File: src/hw/rtl/mma_pkg.sv
// ----------------------------------------------------------------------------
// mma_pkg
// types, codes and constants of the montgomery multiply-accumulate block
// ----------------------------------------------------------------------------
package mma_pkg;

  localparam int unsigned COEF_W    = 32;
  localparam int unsigned ACC_W     = 2 * COEF_W;
  localparam int unsigned MODULUS_W = 31;
  localparam int unsigned CFG_IDX_W = 1;
  localparam int unsigned CFG_W     = 32;
  localparam int unsigned MUL_W     = COEF_W + 1;

  localparam logic [MODULUS_W-1:0] MODULUS_RST     = 31'd8380417;
  localparam logic [COEF_W-1:0]    MODULUS_INV_RST = 32'd58728449;

  typedef enum logic [CFG_IDX_W-1:0] {
    CFG_MODULUS     = 1'b0,
    CFG_MODULUS_INV = 1'b1
  } cfg_idx_e;

  typedef enum logic [2:0] {
    OP_NONE,
    OP_LOAD,
    OP_PROD,
    OP_ACC,
    OP_MINV,
    OP_MQ,
    OP_SUB
  } op_e;

  typedef struct packed {
    op_e op;
  } cmd_t;

  typedef struct packed {
    logic last_term;
  } sts_t;

endpackage

File: src/hw/rtl/mma_in_if.sv
// ----------------------------------------------------------------------------
// mma_in_if
// input word channel: coefficient pair and last-term flag
// ----------------------------------------------------------------------------
interface mma_in_if;
  logic                                valid;
  logic                                ready;
  logic signed [mma_pkg::COEF_W-1:0]   coef_a;
  logic signed [mma_pkg::COEF_W-1:0]   coef_b;
  logic                                last_term;

  modport source (output valid, output coef_a, output coef_b, output last_term,
                  input ready);
  modport sink   (input valid, input coef_a, input coef_b, input last_term,
                  output ready);
endinterface

File: src/hw/rtl/mma_out_if.sv
// ----------------------------------------------------------------------------
// mma_out_if
// output word channel: reduced result
// ----------------------------------------------------------------------------
interface mma_out_if;
  logic                                valid;
  logic                                ready;
  logic signed [mma_pkg::COEF_W-1:0]   reduced;

  modport source (output valid, output reduced, input ready);
  modport sink   (input valid, input reduced, output ready);
endinterface

File: src/hw/rtl/mma_ctrl.sv
// ----------------------------------------------------------------------------
// mma_ctrl
// sequencer for the shared multiplier: product, accumulate, reduction steps
// ----------------------------------------------------------------------------
module mma_ctrl (
  input  logic                  clk_i,
  input  logic                  rst_ni,
  input  logic                  in_valid_i,
  output logic                  in_ready_o,
  output logic                  out_valid_o,
  input  logic                  out_ready_i,
  input  mma_pkg::sts_t         sts_i,
  output mma_pkg::cmd_t         cmd_o
);

  typedef enum logic [2:0] {
    S_IDLE,
    S_PROD,
    S_ACC,
    S_MINV,
    S_MQ,
    S_OUT
  } state_e;

  state_e state_q, state_d;
  logic   out_valid_q, out_valid_d;
  logic   out_free;

  assign out_free    = !out_valid_q || out_ready_i;
  assign in_ready_o  = (state_q == S_IDLE);
  assign out_valid_o = out_valid_q;

  always_comb begin
    state_d     = state_q;
    cmd_o.op    = mma_pkg::OP_NONE;
    out_valid_d = out_valid_q && !out_ready_i;
    case (state_q)
      S_IDLE: begin
        if (in_valid_i) begin
          cmd_o.op = mma_pkg::OP_LOAD;
          state_d  = S_PROD;
        end
      end
      S_PROD: begin
        cmd_o.op = mma_pkg::OP_PROD;
        state_d  = S_ACC;
      end
      S_ACC: begin
        cmd_o.op = mma_pkg::OP_ACC;
        state_d  = sts_i.last_term ? S_MINV : S_IDLE;
      end
      S_MINV: begin
        cmd_o.op = mma_pkg::OP_MINV;
        state_d  = S_MQ;
      end
      S_MQ: begin
        cmd_o.op = mma_pkg::OP_MQ;
        state_d  = S_OUT;
      end
      S_OUT: begin
        if (out_free) begin
          cmd_o.op    = mma_pkg::OP_SUB;
          out_valid_d = 1'b1;
          state_d     = S_IDLE;
        end
      end
      default: begin
        state_d = S_IDLE;
      end
    endcase
  end

  always_ff @(posedge clk_i or negedge rst_ni) begin
    if (!rst_ni) begin
      state_q     <= S_IDLE;
      out_valid_q <= 1'b0;
    end else begin
      state_q     <= state_d;
      out_valid_q <= out_valid_d;
    end
  end

endmodule

File: src/hw/rtl/mma_datapath.sv
// ----------------------------------------------------------------------------
// mma_datapath
// operand registers, shared 33x33 multiplier, accumulator and config registers
// ----------------------------------------------------------------------------
module mma_datapath (
  input  logic                                clk_i,
  input  logic                                rst_ni,
  input  mma_pkg::cmd_t                       cmd_i,
  output mma_pkg::sts_t                       sts_o,
  input  logic signed [mma_pkg::COEF_W-1:0]   coef_a_i,
  input  logic signed [mma_pkg::COEF_W-1:0]   coef_b_i,
  input  logic                                last_term_i,
  input  logic                                cfg_we_i,
  input  logic [mma_pkg::CFG_IDX_W-1:0]       cfg_idx_i,
  input  logic [mma_pkg::CFG_W-1:0]           cfg_data_i,
  output logic signed [mma_pkg::COEF_W-1:0]   reduced_o
);

  logic signed [mma_pkg::COEF_W-1:0]    a_q, b_q;
  logic                                 last_q;
  logic [mma_pkg::ACC_W-1:0]            acc_q;
  logic [mma_pkg::ACC_W-1:0]            prod_q;
  logic [mma_pkg::COEF_W-1:0]           m_q;
  logic [mma_pkg::COEF_W-1:0]           out_q;
  logic [mma_pkg::MODULUS_W-1:0]        mod_q;
  logic [mma_pkg::COEF_W-1:0]           minv_q;

  logic signed [mma_pkg::MUL_W-1:0]     mul_x, mul_y;
  logic signed [2*mma_pkg::MUL_W-1:0]   mul_full;
  logic [mma_pkg::ACC_W-1:0]            diff;

  always_comb begin
    case (cmd_i.op)
      mma_pkg::OP_MINV: begin
        mul_x = {1'b0, acc_q[mma_pkg::COEF_W-1:0]};
        mul_y = {1'b0, minv_q};
      end
      mma_pkg::OP_MQ: begin
        mul_x = {m_q[mma_pkg::COEF_W-1], m_q};
        mul_y = {2'b00, mod_q};
      end
      default: begin
        mul_x = {a_q[mma_pkg::COEF_W-1], a_q};
        mul_y = {b_q[mma_pkg::COEF_W-1], b_q};
      end
    endcase
  end

  assign mul_full = mul_x * mul_y;
  assign diff     = acc_q - prod_q;

  // operand and product registers
  always_ff @(posedge clk_i) begin
    case (cmd_i.op)
      mma_pkg::OP_LOAD: begin
        a_q    <= coef_a_i;
        b_q    <= coef_b_i;
        last_q <= last_term_i;
      end
      mma_pkg::OP_PROD: prod_q <= mul_full[mma_pkg::ACC_W-1:0];
      mma_pkg::OP_MINV: m_q    <= mul_full[mma_pkg::COEF_W-1:0];
      mma_pkg::OP_MQ:   prod_q <= mul_full[mma_pkg::ACC_W-1:0];
      mma_pkg::OP_SUB:  out_q  <= diff[mma_pkg::ACC_W-1:mma_pkg::COEF_W];
      default: begin
      end
    endcase
  end

  // accumulator and config registers
  always_ff @(posedge clk_i or negedge rst_ni) begin
    if (!rst_ni) begin
      acc_q  <= '0;
      mod_q  <= mma_pkg::MODULUS_RST;
      minv_q <= mma_pkg::MODULUS_INV_RST;
    end else begin
      if (cmd_i.op == mma_pkg::OP_ACC) begin
        acc_q <= acc_q + prod_q;
      end else if (cmd_i.op == mma_pkg::OP_SUB) begin
        acc_q <= '0;
      end
      if (cfg_we_i) begin
        case (mma_pkg::cfg_idx_e'(cfg_idx_i))
          mma_pkg::CFG_MODULUS:     mod_q  <= cfg_data_i[mma_pkg::MODULUS_W-1:0];
          mma_pkg::CFG_MODULUS_INV: minv_q <= cfg_data_i[mma_pkg::COEF_W-1:0];
          default: begin
          end
        endcase
      end
    end
  end

  assign sts_o.last_term = last_q;
  assign reduced_o       = out_q;

endmodule

File: src/hw/rtl/montgomery_multiply_accumulate_top.sv
// ----------------------------------------------------------------------------
// montgomery_multiply_accumulate_top
// signed 32-bit multiply-accumulate with montgomery reduction on the last term
// ----------------------------------------------------------------------------
// channel   direction  contents
// in_i      sink       coef_a, coef_b, last_term
// out_o     source     reduced
// cfg       write      cfg_we_i, cfg_idx_i, cfg_data_i (modulus, modulus inverse)
//
// every word is multiplied and accumulated, a last word also reduced: one shared
// 33x33 multiplier is used in turn for the product and both reduction multiplies
// reset clears the accumulator and loads the default modulus and its inverse
// the result sits in an output register; a new word is taken while it waits,
// and the next result holds in the sequencer until that register is free
// ----------------------------------------------------------------------------
module montgomery_multiply_accumulate_top (
  input  logic                            clk_i,
  input  logic                            rst_ni,
  mma_in_if.sink                          in_i,
  mma_out_if.source                       out_o,
  input  logic                            cfg_we_i,
  input  logic [mma_pkg::CFG_IDX_W-1:0]   cfg_idx_i,
  input  logic [mma_pkg::CFG_W-1:0]       cfg_data_i
);

  mma_pkg::cmd_t cmd;
  mma_pkg::sts_t sts;

  mma_ctrl u_ctrl (
    .clk_i       (clk_i),
    .rst_ni      (rst_ni),
    .in_valid_i  (in_i.valid),
    .in_ready_o  (in_i.ready),
    .out_valid_o (out_o.valid),
    .out_ready_i (out_o.ready),
    .sts_i       (sts),
    .cmd_o       (cmd)
  );

  mma_datapath u_datapath (
    .clk_i       (clk_i),
    .rst_ni      (rst_ni),
    .cmd_i       (cmd),
    .sts_o       (sts),
    .coef_a_i    (in_i.coef_a),
    .coef_b_i    (in_i.coef_b),
    .last_term_i (in_i.last_term),
    .cfg_we_i    (cfg_we_i),
    .cfg_idx_i   (cfg_idx_i),
    .cfg_data_i  (cfg_data_i),
    .reduced_o   (out_o.reduced)
  );

endmodule

File: src/flat_wrapper.sv
// flat-port wrapper written by rule: the top's interface ports become plain ports
module montgomery_multiply_accumulate_top_flat 
  (clk_i, rst_ni, cfg_we_i, cfg_idx_i, cfg_data_i, in_i_valid, in_i_coef_a, in_i_coef_b, in_i_last_term, in_i_ready, out_o_valid, out_o_reduced, out_o_ready);
  mma_in_if in_i_i ();
  mma_out_if out_o_i ();
  input  logic clk_i;
  input  logic rst_ni;
  input  logic cfg_we_i;
  input  logic [mma_pkg::CFG_IDX_W-1:0] cfg_idx_i;
  input  logic [mma_pkg::CFG_W-1:0] cfg_data_i;
  input wire logic [$bits(in_i_i.valid)-1:0] in_i_valid;
  input wire logic [$bits(in_i_i.coef_a)-1:0] in_i_coef_a;
  input wire logic [$bits(in_i_i.coef_b)-1:0] in_i_coef_b;
  input wire logic [$bits(in_i_i.last_term)-1:0] in_i_last_term;
  output wire logic [$bits(in_i_i.ready)-1:0] in_i_ready;
  output wire logic [$bits(out_o_i.valid)-1:0] out_o_valid;
  output wire logic [$bits(out_o_i.reduced)-1:0] out_o_reduced;
  input wire logic [$bits(out_o_i.ready)-1:0] out_o_ready;
  assign in_i_i.valid = in_i_valid;
  assign in_i_i.coef_a = in_i_coef_a;
  assign in_i_i.coef_b = in_i_coef_b;
  assign in_i_i.last_term = in_i_last_term;
  assign in_i_ready = in_i_i.ready;
  assign out_o_valid = out_o_i.valid;
  assign out_o_reduced = out_o_i.reduced;
  assign out_o_i.ready = out_o_ready;
  montgomery_multiply_accumulate_top u_core (.clk_i(clk_i), .rst_ni(rst_ni), .in_i(in_i_i), .out_o(out_o_i), .cfg_we_i(cfg_we_i), .cfg_idx_i(cfg_idx_i), .cfg_data_i(cfg_data_i));
endmodule
File: config.mk
export PLATFORM = sky130hd
export DESIGN_NAME = montgomery_multiply_accumulate_top_flat
export DESIGN_NICKNAME = d
export VERILOG_FILES = /design/src/hw/rtl/mma_pkg.sv /design/src/hw/rtl/mma_in_if.sv /design/src/hw/rtl/mma_out_if.sv /design/src/hw/rtl/mma_ctrl.sv /design/src/hw/rtl/mma_datapath.sv /design/src/hw/rtl/montgomery_multiply_accumulate_top.sv /design/src/flat_wrapper.sv
export SDC_FILE = /design/constraint.sdc
export NUM_CORES = 2
export LEC_CHECK = 0
export ABC_CLOCK_PERIOD_IN_PS = 21200
export BUFFER_PORTS_ARGS = -buffer_cell sky130_fd_sc_hd__buf_2
export CORE_ASPECT_RATIO = 1.1
export CORE_MARGIN = 4
export CORE_UTILIZATION = 50
export DETAILED_ROUTE_END_ITERATION = 10
export PLACE_DENSITY = 0.66
export SKIP_CTS_REPAIR_TIMING = 1
export SLEW_MARGIN = 30
export SYNTH_ARGS = -nofsm -noshare
export SYNTH_HDL_FRONTEND = slang
export SYNTH_SLANG_ARGS = --single-unit
File: constraint.sdc
create_clock -name clk_i -period 21.2 [get_ports clk_i]
set_input_delay 1.06 -clock clk_i [delete_from_list [all_inputs] [get_ports clk_i]]
set_output_delay 1.06 -clock clk_i [all_outputs]
set_load 0.005 [all_outputs]
==> impl_metrics.toml <==
[status]
status = "completed"

[cts]
cts-root-buf = "clkbuf_16"
clock_sinks = 324
clkTransAtPathRegs_ns = 0.06
h-tree-depth = 2
clock_latency_ns = 0.64
cts_tree = "built"
ctsLongestPathBuffers = 3
cts_buffers = 42

[sta]
timing.hold.ws_ns = 0.2869
hold_viol = 0
max_slew_margin = 0.2491
min_period_ns = 11.96
worst_pin_slew_ns = 1.126
setup_viol = 0
finClkSkew_ns = 0.04465
min_period_over_period = 0.5642
rsz0062_at_grt = "false"
fmax_ghz = 0.08360
slew_violations = 0
tns_ns = 0

[yosys]
synth_cell_types = 91
synth-edff-count = 193
synthTopCellsByArea = "fa_1, edfxtp_1, inv_1, ha_1, dfrtp_1"
synthAdderAreaFrac = 0.4876
seq_area_frac_synth = 0.1656
synth_compound_gate_area_share = 0.08667
synthMuxAreaShare = 0.01313
ys_ff_latch = 324
yosysWarnings = 0
syn_area_per_cell_um2 = 9.522
synth_ff_type = "edfxtp_1"
synth_area_mm2 = 0.05490
yosys.area.top_type_share = 0.4106
synth-simple-area-share = 0.1181
synth_nets = 7333
synthXorXnorAreaFrac = 0.02696
async_flop_share = 0.4043
synth_top_cell_by_area = "fa_1"
synth_top_family_by_area = "adder cells"
syn_inst = 5766

[drt]
dr.first_iter.drc_count = 4335
wirelength_um = 185500
drc = 0
dr_total_vias = 42440
avgViaCountPerCell = 5.861
wire_per_inst_um = 25.62
drtAntennaViolNets = 0
first_pass_iters = 6

[floorplan]
dieArea_mm2 = 0.1152
ios = 137
die_h_um = 355.5
die_w_um = 324.0
start_util = 0.5037
rows = 127
core_area_mm2 = 0.1090

[worst_setup_path]
cp.required_ns = 21.53
crit_type = "reg2reg"
critPathMaxStageDelay_ns = 0.76
cpMaxStageDelayCell = "a221o_1"
critPathLaunchType = "flip-flop"
worst_path_most_repeated_cell = "fa_1"
worstSetupEndpointType = "flip-flop"
arrival_ns = 12.29
reg2reg_depth = 34
path_max_fanout = 51

[finish]
num-nets-final = 7352
layout-drive-gt1-share = 0.08816
design_area_mm2 = 0.05914
synthToLayoutAreaGrowth_pct = 7.721
fillers = 9802

[place]
port_buffers = 136
post-dp-hpwl_um = 144500
placed_area_mm2 = 0.05763
gp_congestion = 0.9772

[global_routing]
grt_util_all_layers = 0.3272
overflow = 0
grt_start_max_net_pins = 117
grt_pass1_vias = 44530
antenna_found_initial = 7
grt_first_pass_wirelength_um = 278000

[hold_path]
hp-class = "in2async"

[flow_run]
drv_cap = 0
flip-flops by register name, indices dropped and copies added, names as in the netlist, 3 cells and up:
| register | count |
|---|---|
| u_core.u_datapath.b_q | 32 |
| u_core.u_datapath.a_q | 32 |
| u_core.u_datapath.prod_q | 64 |
| u_core.u_datapath.reduced_o | 32 |
| u_core.u_datapath.mod_q | 31 |
| u_core.u_datapath.m_q | 32 |
| u_core.u_datapath.minv_q | 32 |
| u_core.u_datapath.acc_q | 64 |
| u_core.u_ctrl.state_q | 3 |
worst paths after layout:
check,startpoint,to,slack [ns]
min reg2reg,u_core.u_datapath.minv_q[4],u_core.u_datapath.minv_q[4],0.51
min in group clk_i,u_core.u_datapath.minv_q[4],u_core.u_datapath.minv_q[4],0.51
max reg2reg,u_core.u_ctrl.state_q[1],u_core.u_datapath.prod_q[63],9.24
min,rst_ni,u_core.u_datapath.acc_q[42],0.29
max,u_core.u_ctrl.state_q[1],u_core.u_datapath.prod_q[63],9.24
max in group asynchronous,rst_ni,u_core.u_datapath.minv_q[2],19.84
kinds of logic after synthesis:
kind of cell	after synthesis
xor gates and xnor gates	169
adders and majority gates	1464
DFF	324
buffers and inverters	1486
AOI/OAI and AO/OA	690
muxes	64
and+or+nand+nor	1569
worst max-delay path, delay by kind of cell (launching register included):
family	cells	cell delay (ns)
xor gates and xnor gates	1	0.14
buffers and inverters	7	1.21
and+or+nand+nor	8	2.00
AOI/OAI and AO/OA	9	3.36
adders and majority gates	9	4.41
DFF	1	0.51
routing by layer:
layer | track usage | share of wire | up-vias
li1 | - | - | 17820
met1 | 0.4361 | 0.38 | 21680
met2 | 0.4946 | 0.44 | 2387
met3 | 0.09861 | 0.12 | 549
met4 | 0.1492 | 0.056 | 6
met5 | 0 | 0.00089 | -
layout make-up:
cell class | instances | area, µm² | share of cell area
multi-input combinational | 3956 | 40690 | 0.6880
sequential | 324 | 9094 | 0.1538
inverter | 1216 | 4564 | 0.07718
tap | 1419 | 1775 | 0.03002
timing repair buffer | 245 | 1545 | 0.02613
clock buffer | 51 | 1157 | 0.01957
clock inverter | 27 | 311.5 | 0.005268
antenna | 3 | 7.507 | 0.0001269
synth_stat cells, types with 43 or more instances:
library cell  instances
a21oi_1             197
ha_1                338
mux2_2               64
fa_1               1126
clkbuf_1            239
a221o_1              57
nand2_1             610
edfxtp_1            193
xnor2_1             140
a221oi_1             53
o21ai_0             106
a21o_1               43
nor2_1              707
dfrtp_1             115
and2_1               65
inv_1              1210
cells in the final DEF (no fill, tap or decap), drive strengths merged, types with 8 or more instances in the layout:
master  synthesis  layout
dfstp          16      16
edfxtp        193     193
o22ai          36      36
o41ai           8       8
xor2           29      29
o21a           15      15
or2            20      20
a221oi         54      54
a31oi          14      14
or3             8       8
a21oi         199     199
nand2b         29      29
a211oi         16      16
a21o           44      44
o211ai         15      15
and2           65      65
o21bai         38      38
mux2           64      64
nand2         610     610
inv          1210    1218
a221o          58      58
xnor2         140     140
o31ai          19      19
buf            31     244
nor2b          22      22
nor3           29      29
ha            338     338
nand4          22      22
dfrtp         115     115
nor2          707     707
clkinv          6      19
a22o            9       9
clkbuf        239      52
nand3          31      31
o21ai         110     110
fa           1126    1126
per-stage QoR:
step                utilization  setup slack [ns]  cells
floorplan                     -             11.42   5766
global placement         0.5286             9.492   7158
detailed placement       0.5286             9.370   7158
CTS                      0.5421             9.388   7236
global route             0.5425             8.675   7238
finish                   0.5426             9.238   7241
Power is left out: the tool's default activity adds up to more than one toggle a clock period on the data nets, which glitch-free logic cannot reach.
